### config.mk
export PLATFORM = sky130hd
export DESIGN_NAME = qvat_ctrl
export DESIGN_NICKNAME = d
export VERILOG_FILES = /design/src/design/qvat_pkg.sv /design/src/design/qvat_ctrl.sv
export SDC_FILE = /design/constraint.sdc
export NUM_CORES = 1
export LEC_CHECK = 0
export BUFFER_PORTS_ARGS = -buffer_cell sky130_fd_sc_hd__buf_2
export CAP_MARGIN = 5
export CORE_UTILIZATION = 40
export CTS_BUF_LIST = sky130_fd_sc_hd__clkbuf_4
export DETAILED_ROUTE_END_ITERATION = 10
export PLACE_DENSITY = 0.67
export SETUP_SLACK_MARGIN = 0.3
export SLEW_MARGIN = 5
export SYNTH_ARGS = -nofsm -noshare
export SYNTH_HDL_FRONTEND = slang
export SYNTH_SLANG_ARGS = --single-unit
### constraint.sdc
create_clock -name clock -period 1.9 [get_ports clock]
set_clock_uncertainty 0.05 [all_clocks]
set_input_delay 0.285 -clock clock [delete_from_list [all_inputs] [get_ports clock]]
set_output_delay 0.285 -clock clock [all_outputs]
set_load 0.005 [all_outputs]
### src/design/qvat_pkg.sv
// package: types, constants and helpers for the quad vertex transform core
`timescale 1ns / 1ps
package qvat_pkg;

   localparam int CoordWidth      = 24;
   localparam int CordicStepsDef  = 16;
   localparam int NumVerticesDef  = 4;
   localparam int AtanEntries     = 24;
   localparam int CordicWidth     = 34;
   localparam int AngleWidth      = 34;

   localparam logic [1:0] CMD_LOAD      = 2'd0;
   localparam logic [1:0] CMD_TRANSLATE = 2'd1;
   localparam logic [1:0] CMD_SCALE     = 2'd2;
   localparam logic [1:0] CMD_ROTATE    = 2'd3;

   localparam logic signed [CoordWidth-1:0] CoordMax = 24'sh7FFFFF;
   localparam logic signed [CoordWidth-1:0] CoordMin = -24'sh800000;
   localparam logic signed [CordicWidth-1:0] CordicGain = 34'sd652032874;

   localparam logic signed [15:0] Deg360 = 16'sd23040;

   typedef struct packed {
      logic [1:0]                   cmd;
      logic [1:0]                   vertex_sel;
      logic signed [CoordWidth-1:0] load_x;
      logic signed [CoordWidth-1:0] load_y;
      logic signed [CoordWidth-1:0] shift_x;
      logic signed [CoordWidth-1:0] shift_y;
      logic signed [15:0]           factor_x;
      logic signed [15:0]           factor_y;
      logic signed [15:0]           angle_deg;
   } req_type;

   typedef struct packed {
      logic [1:0]                   vertex_id;
      logic signed [CoordWidth-1:0] pos_x;
      logic signed [CoordWidth-1:0] pos_y;
      logic                         last_vertex;
   } rsp_type;

   // controller to datapath commands
   typedef struct packed {
      logic capture;
      logic cordic_init;
      logic cordic_step;
      logic mul_a;
      logic mul_b;
      logic writeback;
      logic load_write;
   } dp_cmd_type;

   function automatic logic signed [AngleWidth-1:0] atan_lookup(input logic [4:0] idx);
      logic signed [AngleWidth-1:0] r;
      unique case (idx)
         5'd0:  r = 34'sd188743680;
         5'd1:  r = 34'sd111421900;
         5'd2:  r = 34'sd58872272;
         5'd3:  r = 34'sd29884485;
         5'd4:  r = 34'sd15000234;
         5'd5:  r = 34'sd7507429;
         5'd6:  r = 34'sd3754631;
         5'd7:  r = 34'sd1877430;
         5'd8:  r = 34'sd938729;
         5'd9:  r = 34'sd469366;
         5'd10: r = 34'sd234683;
         5'd11: r = 34'sd117342;
         5'd12: r = 34'sd58671;
         5'd13: r = 34'sd29335;
         5'd14: r = 34'sd14668;
         5'd15: r = 34'sd7334;
         5'd16: r = 34'sd3667;
         5'd17: r = 34'sd1833;
         5'd18: r = 34'sd917;
         5'd19: r = 34'sd458;
         5'd20: r = 34'sd229;
         5'd21: r = 34'sd115;
         5'd22: r = 34'sd57;
         5'd23: r = 34'sd29;
         default: r = '0;
      endcase
      return r;
   endfunction

   function automatic logic signed [CoordWidth-1:0] sat24(input logic signed [63:0] v);
      logic signed [CoordWidth-1:0] r;
      if (v > 64'sd8388607) r = CoordMax;
      else if (v < -64'sd8388608) r = CoordMin;
      else r = v[CoordWidth-1:0];
      return r;
   endfunction

   function automatic logic signed [CoordWidth-1:0] reset_x(input int idx);
      logic signed [CoordWidth-1:0] r;
      if ((idx % 4) == 1 || (idx % 4) == 2) r = 24'sd28160;
      else r = 24'sd2560;
      return r;
   endfunction

   function automatic logic signed [CoordWidth-1:0] reset_y(input int idx);
      logic signed [CoordWidth-1:0] r;
      if ((idx % 4) >= 2) r = 24'sd28160;
      else r = 24'sd2560;
      return r;
   endfunction

endpackage

### src/design/qvat_ctrl.sv
// controller: sequences capture, cordic, per-vertex update and result delivery
`timescale 1ns / 1ps
module qvat_ctrl import qvat_pkg::*; #(
   parameter int CORDIC_STEPS = CordicStepsDef,
   parameter int NUM_VERTICES = NumVerticesDef
) (
   input  logic       clock,
   input  logic       reset,
   input  logic       req_valid,
   input  logic [1:0] req_cmd,
   output logic       req_stall,
   input  logic       rsp_stall,
   output logic       rsp_valid,
   output logic [$clog2(NUM_VERTICES)-1:0] vidx,
   output logic [4:0] step_idx,
   output dp_cmd_type dp_cmd
);

   localparam int VW = $clog2(NUM_VERTICES);
   localparam logic [VW-1:0] LastIdx = VW'(NUM_VERTICES - 1);

   localparam logic [2:0] ST_IDLE   = 3'd0;
   localparam logic [2:0] ST_CORDIC = 3'd1;
   localparam logic [2:0] ST_MUL_A  = 3'd2;
   localparam logic [2:0] ST_MUL_B  = 3'd3;
   localparam logic [2:0] ST_WRITE  = 3'd4;
   localparam logic [2:0] ST_OUT    = 3'd5;

   logic [2:0]    state_ff, state_in;
   logic [1:0]    cmd_ff, cmd_in;
   logic [VW-1:0] vidx_ff, vidx_in;
   logic [4:0]    step_ff, step_in;

   logic accept;
   assign accept    = req_valid && (state_ff == ST_IDLE);
   assign req_stall = (state_ff != ST_IDLE);
   assign rsp_valid = (state_ff == ST_OUT);
   assign vidx      = vidx_ff;
   assign step_idx  = step_ff;

   always_comb begin
      state_in = state_ff;
      cmd_in   = cmd_ff;
      vidx_in  = vidx_ff;
      step_in  = step_ff;
      dp_cmd   = '0;
      unique case (state_ff)
         ST_IDLE: begin
            if (accept) begin
               dp_cmd.capture = 1'b1;
               cmd_in  = req_cmd;
               step_in = '0;
               unique case (req_cmd)
                  CMD_LOAD: begin
                     dp_cmd.load_write = 1'b1;
                     vidx_in  = '0;
                     state_in = ST_OUT;
                  end
                  CMD_ROTATE: begin
                     dp_cmd.cordic_init = 1'b1;
                     state_in = ST_CORDIC;
                     vidx_in  = '0;
                  end
                  CMD_SCALE: begin
                     // vertex a stays put
                     vidx_in  = VW'(1);
                     state_in = ST_MUL_A;
                  end
                  default: begin
                     vidx_in  = '0;
                     state_in = ST_MUL_A;
                  end
               endcase
            end
         end
         ST_CORDIC: begin
            dp_cmd.cordic_step = 1'b1;
            step_in = step_ff + 5'd1;
            if (step_ff == 5'(CORDIC_STEPS - 1)) state_in = ST_MUL_A;
         end
         ST_MUL_A: begin
            dp_cmd.mul_a = 1'b1;
            state_in = (cmd_ff == CMD_ROTATE) ? ST_MUL_B : ST_WRITE;
         end
         ST_MUL_B: begin
            dp_cmd.mul_b = 1'b1;
            state_in = ST_WRITE;
         end
         ST_WRITE: begin
            dp_cmd.writeback = 1'b1;
            if (vidx_ff == LastIdx) begin
               vidx_in  = '0;
               state_in = ST_OUT;
            end else begin
               vidx_in  = vidx_ff + VW'(1);
               state_in = ST_MUL_A;
            end
         end
         ST_OUT: begin
            if (!rsp_stall) begin
               if (vidx_ff == LastIdx) begin
                  vidx_in  = '0;
                  state_in = ST_IDLE;
               end else begin
                  vidx_in = vidx_ff + VW'(1);
               end
            end
         end
         default: state_in = ST_IDLE;
      endcase
   end

   always_ff @(posedge clock) begin
      if (reset) begin
         state_ff <= ST_IDLE;
         cmd_ff   <= CMD_LOAD;
         vidx_ff  <= '0;
         step_ff  <= '0;
      end else begin
         state_ff <= state_in;
         cmd_ff   <= cmd_in;
         vidx_ff  <= vidx_in;
         step_ff  <= step_in;
      end
   end

   a_no_accept_busy: assert property (@(posedge clock) disable iff (reset)
      (state_ff != ST_IDLE) |-> req_stall)
      else $error("item taken while busy");
   a_out_index: assert property (@(posedge clock) disable iff (reset)
      (state_ff == ST_OUT && !rsp_stall && vidx_ff == LastIdx) |=> (state_ff == ST_IDLE))
      else $error("result run did not end after last vertex");
   a_cordic_bound: assert property (@(posedge clock) disable iff (reset)
      (state_ff == ST_CORDIC) |-> (step_ff < 5'(CORDIC_STEPS)))
      else $error("cordic step count overran");

endmodule

Word-level counts from Yosys, hierarchy flattened:

Cells that the tools add are included.
W data, S select, Z words.

* output and inout bits: 16
* flip-flop bits (word level): 12
* word-level logic and storage cells: 55

* add/subtract/negate cells: 2
* reduce and logical (&&, ||, !) cells: 10
* mux-type cells: 25
* equal/unequal tests: 14

Operators with widths (count)
* $mux W3: 6
* $pmux W3 S6: 1
* $mux W2: 5
* $pmux W5 S2: 1
* $mux W1: 9
* $eq A2 B2 Y1 const B: 4
* $eq A3 B2 Y1 const B: 2
* $eq A3 B3 Y1 const B: 2
* $ne A2 B2 Y1 const B: 3
* $pmux W2 S3: 1
* $pmux W3 S2: 1
* $reduce_bool A3 Y1: 2
* $add A5 B1 Y5 const B: 1
* $eq A5 B4 Y1 const B: 1
* $mux W5: 1
* $reduce_and A2 Y1: 2
* $reduce_and A4 Y1: 1
* $eq A3 B1 Y1 const B: 1
* $logic_not A3 Y1: 1
* $reduce_and A3 Y1: 1
* $add A2 B1 Y2 const B: 1
* $logic_not A2 Y1: 1
* $ne A2 B1 Y1 const B: 1
* $reduce_bool A2 Y1: 1
* $logic_and A1 B1 Y1: 1

Longest topological paths before layout:

Gate-level depths: netlist of run 1.

* depth after elaboration: 4
* gate-level depth with buffers: 7
* depth with buffers taken out: 7

Least setup slack after synthesis of run 1:

OpenSTA, ideal clock, no wires.

* path kind: reg2reg
* start point: register step_ff[0] (netlist: step_idx[0])
* end point: register state_ff[2]
* clock period less this slack: 1440 ps
* cell stages (with the launch flop): 8
* arrival: 1257 ps
* buffers on the path: 0
* slack: 460 ps
* library setup time: 134 ps
* path through: dfxtp_1 > ha_1 > and3_1 > ha_1 > a21oi_1 > o22ai_1 > o21ai_0 > a21oi_1

* cells in the longest elaborated chain, start to end: 3

RTL lines
* from (decl): RTL line qvat_ctrl.sv:32 `logic [4:0] step_ff, step_in;`
* from (signal assigned): RTL line qvat_ctrl.sv:123 `step_ff <= step_in;`
* $eq A5 B4 Y1: RTL line qvat_ctrl.sv:79 `if (step_ff == 5'(CORDIC_STEPS - 1)) state_in = ST_MUL_A;`
* $ne A2 B2 Y1 (no line)
* $reduce_and A4 Y1 (no line)
* to (signal assigned): RTL line qvat_ctrl.sv:120 `state_ff <= state_in;`
* to (decl): RTL line qvat_ctrl.sv:29 `logic [2:0] state_ff, state_in;`

No other way between the ends.
A chain may end at the register's enable or synchronous reset.

==> metrics.txt, run 1 <==
clock root buffer master=clkbuf_4; sum of negative setup slack=0 ps; Final Hold Fails=0; Antenna diodes=0; IO buf count=21; TritonRoute pass-1 iters=4; CP top delay family=simple AND/OR/NAND/NOR gates; global-route wire length before repair=2.99 mm; Final Setup Violations=0; Final #Nets=150; critical path depth in cells=3; count leader, synth=nor2_1; FFs w/ async S/R, synth=0; Die W=roughly 47 um; Final period util=0.837; Tot GR Track Use=0.196; Synth area leaders=dfxtp_1, ha_1, a21oi_1, nor2_1, nand2_1; die height=46.8 um; largest net degree at the start of global routing=14; Crit-path slowest cell=or3b_4; htree depth=1; Post-synth EDFFs=0; Antenna Nets Post-Route=0; CTS tree=built; post-synth top area share=0.300; placed wire-length estimate=1.25 mm; antenna violations before repair=0; worst-margin pin slew=about 280 ps; Req. time, crit path=1560 ps; worst reg-to-reg setup slack=410 ps; clk slew on worst S/H paths=80 ps; Lkg Pwr=0.511 nW; Max VDD drop=0.424 mV; sequential area share after synthesis=0.300; Yosys warning total=0; crit end category=output port; fmax=about 630 MHz; Max-Slew Margin vs Limit=0.816; via count=between 800 and 900; drc violations=0; DRT Wirelength=1.92 mm; syn avg cell area=7.64 um2; Net Count, Synth=117; CORE AREA=0.00180 mm2; pins over their slew limit=0; Place WS=337 ps; cell area power density=806 mW/mm2; remaining global-route overflow=0; FF+latch count, synth=12; Commonest cells post-synth=nor2_1, dfxtp_1, a21oi_1; Synth area leader=dfxtp_1; Initial Utilization=0.445; Vias/cell=5.06; insertion delay to the later sink of the worst-skew pair=270 ps; deepest clock path buffer count=2; Routed WL per cell=11.9 um; GPL Wtd Cong=0.768; Reg2Reg Depth=7; Hold Crit Depth=3; share of layout cells above drive strength 1=0.387; CTS sink cnt=12; Yosys cell types=32; clock buffer count from CTS=3; Top FF cell, synth=dfxtp_1; RSZ-0062 raised after global routing=true; Crit Path Class=reg2out; status=complete, no violations; io pins=22; crit path time final=1590 ps; post-synthesis cell area=802 um2; Setup WS post-layout=slightly above 300 ps; drt first-iter violations=9; number of global-route vias before repair=701; Worst Path Arrival=between 1000 and 1500 ps; CP max stage delay=390 ps; row cnt=15; CP Launch Type=register; Post-Synthesis Cells=105; synth-to-layout area growth=31.5%; WP buf/inv=2; CP Max Fanout=8; Cell Chain, Critical Path=or3b_4 > clkinv_2 > buf_2; Max Cap Viol=0; Hold Path Class=in2reg; die area=0.00219 mm2
-- where the power goes --
group | total, mW | switching (mW) | internal [mW]
Clock | 0.169 | 0.0932 | 0.0761
Sequential | 0.309 | 0.0304 | 0.279
Combinational | 0.371 | 0.180 | 0.192
Total | 0.850 | 0.303 | 0.547
-- layout make-up --
class | count | area (um2)
fill | 186 | 747
multi-input combinational | 79 | 515
clock inverter | 1 | 3.75
tap | 25 | 31.3
inverter | 8 | 31.3
timing repair buffer | 34 | 203
sequential | 12 | 248
clock buffer | 3 | 22.5
-- worst paths after layout --
| check | start | end |
|---|---|---|
| setup / recovery | state_ff[2] | dp_cmd[4] |
| hold / removal | req_cmd[1] | cmd_ff[1] |
| setup reg to reg | step_idx[0] | state_ff[2] |
| hold reg to reg | cmd_ff[1] | cmd_ff[1] |
-- state kept, by name, summed over array words and instances (netlist names) --
| signal | count |
|---|---|
| state_ff | 3 |
| cmd_ff | 2 |
| vidx | 2 |
| step_idx | 5 |
-- cells by family after synthesis --
| kind of cell | after synthesis | share of synthesized area |
|---|---|---|
| muxes | 2 | 0.0250 |
| buffers and inverters | 14 | 0.0905 |
| and+or+nand+nor | 46 | 0.300 |
| DFF | 12 | 0.300 |
| AOI/OAI and AO/OA | 25 | 0.192 |
| adders and majority gates | 6 | 0.0936 |
-- metrics by stage --
stage          instance area, um2   util  total power [mW]  std cells  hold WS (ps)
2_1_floorplan                 802      -             0.507        105           305
3_3_place_gp                  920  0.510             0.579        148           426
3_5_place_dp                  920  0.510             0.579        148           423
4_1_cts                      1020  0.568             0.825        160           219
5_1_grt                      1050  0.585             0.912        162           234
6_report                     1050  0.585             0.850        162           229
-- layer usage --
layer / up-vias / track usage / share of wire
li1: 424 / - / -
met1: 368 / 0.274 / 0.48
met2: 27 / 0.294 / 0.48
met3: 0 / 0.0231 / 0.045
met4: 0 / 0.103 / 0
met5: - / 0 / 0
-- what timing repair did --
action | CTS | global route
cloned | 0 | 0
setup endpoints to repair | 6 | 7
pin swaps | 2 | 2
hold buffers | 0 | 0
buffers inserted | 8 | 2
gates resized for setup | 8 | 5
-- worst reg2reg max path, delay by kind of cell (launching register included) --
| kind | cells | cell delay (ps) |
|---|---|---|
| flops | 1 | 350 |
| fa+ha+maj | 2 | 390 |
| simple gates | 1 | 180 |
| compound gates | 4 | 400 |
-- cell usage in the layout, fill, tap and decap left out --
master    Yosys  final
nor3_4        0      1
nand2b_1      4      4
nand2_1       8      7
o21bai_1      1      1
clkinv_2      1      1
nor3_1        2      1
and2_1        4      4
a211oi_1      3      3
o21ai_1       1      1
o21ai_2       1      1
ha_1          6      5
nor2b_4       0      1
nor3b_1       2      2
buf_2         3     21
clkbuf_4      0      3
nand2_2       0      1
a21o_1        1      1
dfxtp_2       0      3
or3b_4        0      1
nor2_1       14     14
ha_2          0      1
a31oi_1       2      2
a21oi_1      11     11
inv_2         0      1
o21ai_0       2      2
o22ai_1       1      1
mux2i_1       2      2
inv_1         7      6
or2_2         1      1
o32a_1        1      1
nand3_1       2      2
a32oi_1       1      1
nor3_2        2      2
dfxtp_4       0      1
clkinv_1      0      1
buf_4         0     13
and3_1        3      3
nor2b_1       2      1
dfxtp_1      12      8
nor2_2        1      1
Note: power is estimated with default switching activity, not from simulation.
==> inputs of run 2 (changes only) <==
PLACE_DENSITY = 0.69   (was 0.67)
clock period = 1.34 ns   (was 1.9 ns; I/O delays follow)
==> metrics.txt, run 2 (synthesis gave the netlist of run 1 again) <==
status=complete, but fails checks; failing checks=setup timing; Final Hold Fails=0; insertion delay to the later sink of the worst-skew pair=290 ps; Final period util=1.12; Lkg Pwr=0.630 nW; via count=944; drt first-iter violations=27; clock buffer count from CTS=3; Final Setup Violations=13; CORE AREA=0.00180 mm2; Worst Path Arrival=1250 ps; share of layout cells above drive strength 1=0.642; crit end category=output port; Crit Path Class=reg2out; Comb pwr share=0.519; most common cell after layout, fill and taps aside=buf_2; # hold bufs at CTS=0; remaining global-route overflow=0; Antenna diodes=0; clk slew on worst S/H paths=about 90 ps; htree depth=1; crit path time final=1500 ps; worst-margin pin slew=around 310 ps; Routed WL per cell=14.7 um; worst hold start=reset; internal power=0.898 mW; die height=approximately 47 um; largest net degree at the start of global routing=13; Setup WS post-layout=-161 ps; pins over their slew limit=0; Max Cap Viol=0; die area=0.00219 mm2; GPL Wtd Cong=0.791; Hold Path Class=in2reg; cell area power density=between 1000 and 1500 mW/mm2; CP Launch Type=register; TritonRoute pass-1 iters=4; synth-to-layout area growth=75.5%; sw frac=0.371; most frequent cells in the layout=buf_2, buf_6, buf_4, nor2_1, nand2_1; global-route wire length before repair=3.80 mm; Die W=46.8 um; Max VDD drop=0.695 mV; RSZ-0062 raised after global routing=true; clock root buffer master=clkbuf_4; CTS sink cnt=12; Antenna Nets Post-Route=0; Vias/cell=5.36; fmax=666 MHz; CP Max Fanout=5; Clock power frac=0.171; Place WS=-81.6 ps; Largest register FFs=5; Initial Utilization=0.445; Req. time, crit path=1090 ps; io pins=22; IO buf count=21; Seq pwr share=0.310; antenna violations before repair=0; CP Launch Point=state_ff[0]; Reg-to-Reg Start=state_ff[0]; deepest clock path buffer count=2; Final #Nets=between 150 and 200; drc violations=0; DRT Wirelength=2.59 mm; number of global-route vias before repair=880; CTS tree=built; utilization after layout=0.781; P_sw=0.530 mW; placed wire-length estimate=1.43 mm; Tot GR Track Use=0.246; row cnt=15; Max-Slew Margin vs Limit=0.791
## run 2: final cells by class
cell class,instances,area [um2]
multi-input cells,79,653
flip-flops and latches,12,265
inverters,8,35.0
well taps,25,31.3
fillers,127,394
repair buffers,48,397
clock inverters,1,3.75
clock buffers,3,22.5
## run 2: per-layer routing
metal / up-vias / share of wire / track usage
met1: 448 / 0.43 / 0.320
met3: 7 / 0.053 / 0.0231
met5: - / 0 / 0
met2: 39 / 0.50 / 0.408
li1: 450 / - / -
met4: 0 / 0.019 / 0.120
## run 2: final timing paths
kind	end	depth (start not counted)	slack, ps
worst min-delay path	vidx[1]	2	230
worst min register to register	cmd_ff[1]	2	470
worst max-delay path	dp_cmd[4]	3	-160
worst max register to register	step_idx[2]	5	-130
## run 2: through the flow
step | cell area (um2) | power [mW] | hold WS, ps | cells | setup TNS [ps]
floorplan | 882 | 0.766 | 221 | 105 | 0
global placement | 1080 | 0.911 | 427 | 159 | -86.7
detailed placement | 1080 | 0.912 | 427 | 159 | -114
CTS | 1340 | 1.34 | 216 | 173 | -835
global route | 1410 | 1.50 | 237 | 176 | -1730
finish | 1410 | 1.43 | 226 | 176 | -1120
## run 2: power groups by stage
| stage | clock, mW | sequential [mW] | combinational, mW |
|---|---|---|---|
| 6_report | 0.244 | 0.443 | 0.741 |
| 4_1_cts | 0.242 | 0.433 | 0.664 |
| 3_3_place_gp | 0 | 0.431 | 0.480 |
| 3_5_place_dp | 0 | 0.432 | 0.481 |
| 5_1_grt | 0.258 | 0.445 | 0.801 |
| 2_1_floorplan | 0 | 0.433 | 0.333 |
## run 2: timing repair
item | CTS | global route
resized for setup | 38 | 14
endpoints found under the setup margin | 26 | 28
endpoints found under the hold margin | 0 | 0
pin swaps | 14 | 1
buffers inserted | 10 | 3
## run 2: worst max-delay path, cell delays in order (launching register included)
cell and delay, ps:
dfxtp_2 380, or3b_4 430, clkinv_4 90, buf_6 90
==> inputs of run 3 (changes only) <==
CELL_PAD_IN_SITES_DETAIL_PLACEMENT = 2   (was unset)
CELL_PAD_IN_SITES_GLOBAL_PLACEMENT = 2   (was unset)
CORE_ASPECT_RATIO = 0.5   (was unset)
CORE_UTILIZATION = 26   (was 40)
PLACE_DENSITY = 0.78   (was 0.69)
==> metrics.txt, run 3 <==
status=stopped before the end; Stop stage=5_1_grt; error msg=[ERROR DPL-0033] detailed placement checks failed during check placement.; Worst Endpoint after GRT Repair=state_ff[2]$_SDFFE_PP0P_/D; Post-synth EDFFs=0; Synth area leaders=dfxtp_1, ha_1, a21oi_1, nor2_1, nand2_1; Synth area leader=dfxtp_1; Net Count, Synth=117; Compound-Gate Fraction of Synth Area=0.192; count leader, synth=nor2_1; Initial Utilization=0.292; deepest clock path buffer count=2; htree depth=1; post-synth top area share=0.300; antenna violations before repair=0; io pins=22; Die W=between 80 and 90 um; Synth Area in XOR/XNOR=0; Post-Synthesis Cells=approximately 110; clock root buffer master=clkbuf_4; row cnt=13; placed wire-length estimate=2.25 mm; Commonest cells post-synth=nor2_1, dfxtp_1, a21oi_1; clock buffer count from CTS=3; Top FF cell, synth=dfxtp_1; Yosys warning total=0; post-synthesis cell area=802 um2; main combinational cell family by area after synthesis=simple AND/OR/NAND/NOR gates; syn avg cell area=roughly 7.6 um2; post-synthesis mux area share=0.0250; Yosys cell types=32; largest net degree at the start of global routing=13; # hold bufs at CTS=0; FFs w/ async S/R, synth=0; CTS sink cnt=12; sequential area share after synthesis=0.300; area share of fa/ha/maj cells after synthesis=0.0936; post-synthesis simple-gate area fraction=0.300; die height=41.3 um; FF+latch count, synth=12; Worst-path end type=register data pin; IO buf count=21; GPL Wtd Cong=approximately 0.84
[run 3: cell families after synthesis]
family | count (synthesis)
muxes | 2
DFF | 12
AOI/OAI and AO/OA | 25
and+or+nand+nor | 46
buffers and inverters | 14
adders and majority gates | 6
[run 3: repair_timing]
item,in CTS
gates cloned,0
setup endpoints to repair,27
endpoints found under the hold margin,0
pin swaps,19
setup buffers,8
gates resized for setup,57
[run 3: per-stage QoR]
step	setup TNS (ps)	std cells	area [um2]	utilization	setup slack, ps
2_1_floorplan	0	105	882	-	18.6
3_3_place_gp	-252	172	1100	0.400	-174
3_5_place_dp	-652	172	1100	0.400	-165
4_1_cts	-1540	184	1420	0.516	-195
==> inputs of run 4 (changes only) <==
CELL_PAD_IN_SITES_DETAIL_PLACEMENT = unset   (was 2)
CELL_PAD_IN_SITES_GLOBAL_PLACEMENT = unset   (was 2)
CORE_AREA = 2 2 63 65   (was unset)
CORE_ASPECT_RATIO = unset   (was 0.5)
CORE_UTILIZATION = unset   (was 26)
CTS_BUF_LIST = unset   (was sky130_fd_sc_hd__clkbuf_4)
DIE_AREA = 0 0 65 67   (was unset)
PLACE_DENSITY = unset   (was 0.78)
PLACE_DENSITY_LB_ADDON = 0.15   (was unset)
SETUP_SLACK_MARGIN = unset   (was 0.3)
clock period = 1.7 ns   (was 1.34 ns; I/O delays follow)
==> metrics.txt, run 4 (synthesis gave the netlist of run 1 again) <==
# hold bufs at CTS=0; Initial Utilization=0.222; fmax=635 MHz; cell area power density=slightly below 1000 mW/mm2; Final #Nets=142; Reg2Reg Depth=7; worst reg-to-reg setup slack=190 ps; CP Max Fanout=7; met2 Track Usage GR=0.161; Worst Path Arrival=1270 ps; CP Launch Point=state_ff[0]; die height=about 67 um; IO buf count=21; crit end category=output port; Routed WL per cell=11.5 um; Max VDD drop=around 0.33 mV; clk slew on worst S/H paths=60 ps; Antenna diodes=0; drc violations=0; Die W=65 um; Crit-path slowest cell=or3b_4; pins over their slew limit=0; CTS tree=built; Power Total=0.995 mW; most frequent cells in the layout=buf_2, nor2_1, a21oi_1, dfxtp_1, nand2_1; Max-Slew Margin vs Limit=0.802; largest net degree at the start of global routing=13; Antenna Nets Post-Route=0; synth-to-layout area growth=28.4%; Cell Chain, Critical Path=or3b_4 > clkinv_2 > buf_2; Worst setup endpoint=dp_cmd[4]; Max Cap Viol=0; number of global-route vias before repair=approximately 740; Hold Path Class=in2reg; Final period util=0.926; DP Area=963 um2; clock root buffer master=clkbuf_8; RSZ-0062 raised after global routing=false; CP Launch Type=register; antenna violations before repair=0; worst-margin pin slew=297 ps; most common cell after layout, fill and taps aside=buf_2; clock buffer count from CTS=3; DRT Wirelength=2.03 mm; TritonRoute pass-1 iters=4; Final Hold Fails=0; Setup Fix Bufs, Post-CTS=0; gr busiest metal=met2; Final Setup Violations=0; Largest register FFs=5; CTS sink cnt=12; via count=between 700 and 800; io pins=22; Crit Path Class=reg2out; Tot GR Track Use=0.0988; CORE AREA=approximately 0.0036 mm2; Final Cell Area=about 0.0010 mm2; share of layout cells above drive strength 1=0.318; Vias/cell=4.45; Global Route met3 Usage=0.0186; routing usage on met1=0.124; drt first-iter violations=16; Lkg Pwr=roughly 0.48 nW; CTS resizes=3; htree depth=1; crit path time final=about 1600 ps; sum of negative setup slack=0 ps; remaining global-route overflow=0; Reg2Reg Capture Point=state_ff[2]; Reg-to-Reg Start=step_idx[0]; status=complete, no violations; die area=0.00436 mm2; Req. time, crit path=1390 ps; placed wire-length estimate=around 1.6 mm; global-route wire length before repair=3.31 mm; row cnt=22; deepest clock path buffer count=2; GPL Wtd Cong=0.777; insertion delay to the later sink of the worst-skew pair=between 200 and 250 ps; CP max stage delay=450 ps
## run 4: how the worst min path moves through the flow
stage,cells past startpoint,start,endpoint
after global routing,3,req_cmd[1],cmd_ff[1]
final,3,req_cmd[0],cmd_ff[0]
after floorplan,1,reset,step_idx[2]
after detailed placement,2,cmd_ff[0],cmd_ff[0]
after CTS,3,req_cmd[0],cmd_ff[0]
after global placement,2,step_idx[1],step_idx[1]
## run 4: per-layer routing
metal	vias to the layer above	share of wire
li1	409	-
met1	362	0.47
met2	14	0.47
met3	2	0.041
met4	0	0.017
met5	-	0
## run 4: power by group
group          switching (mW)  internal [mW]
sequential             0.0338          0.310
combinational           0.184          0.153
clock                   0.110          0.205
## run 4: per-stage QoR
step	cells	hold WS (ps)	setup WS, ps	util
after floorplan	105	275	260	-
after global placement	173	439	174	0.267
after detailed placement	173	439	181	0.267
after CTS	177	248	16.8	0.285
after global routing	177	261	6.95	0.286
final	177	251	126	0.286
## run 4: critical path: cells and delay by family (launching register included)
kind | cells | cell delay, ps
buffers and inverters | 2 | 210
DFF | 1 | 360
and+or+nand+nor | 1 | 450
## run 4: layout make-up
type / count / area, um2
Tap cell: 48 / 60.1
Clock buffer: 4 / 55.1
Timing Repair Buffer: 26 / 143
Multi-Input combinational cell: 79 / 499
Fill cell: 396 / 2580
Sequential cell: 12 / 241
Inverter: 8 / 31.3
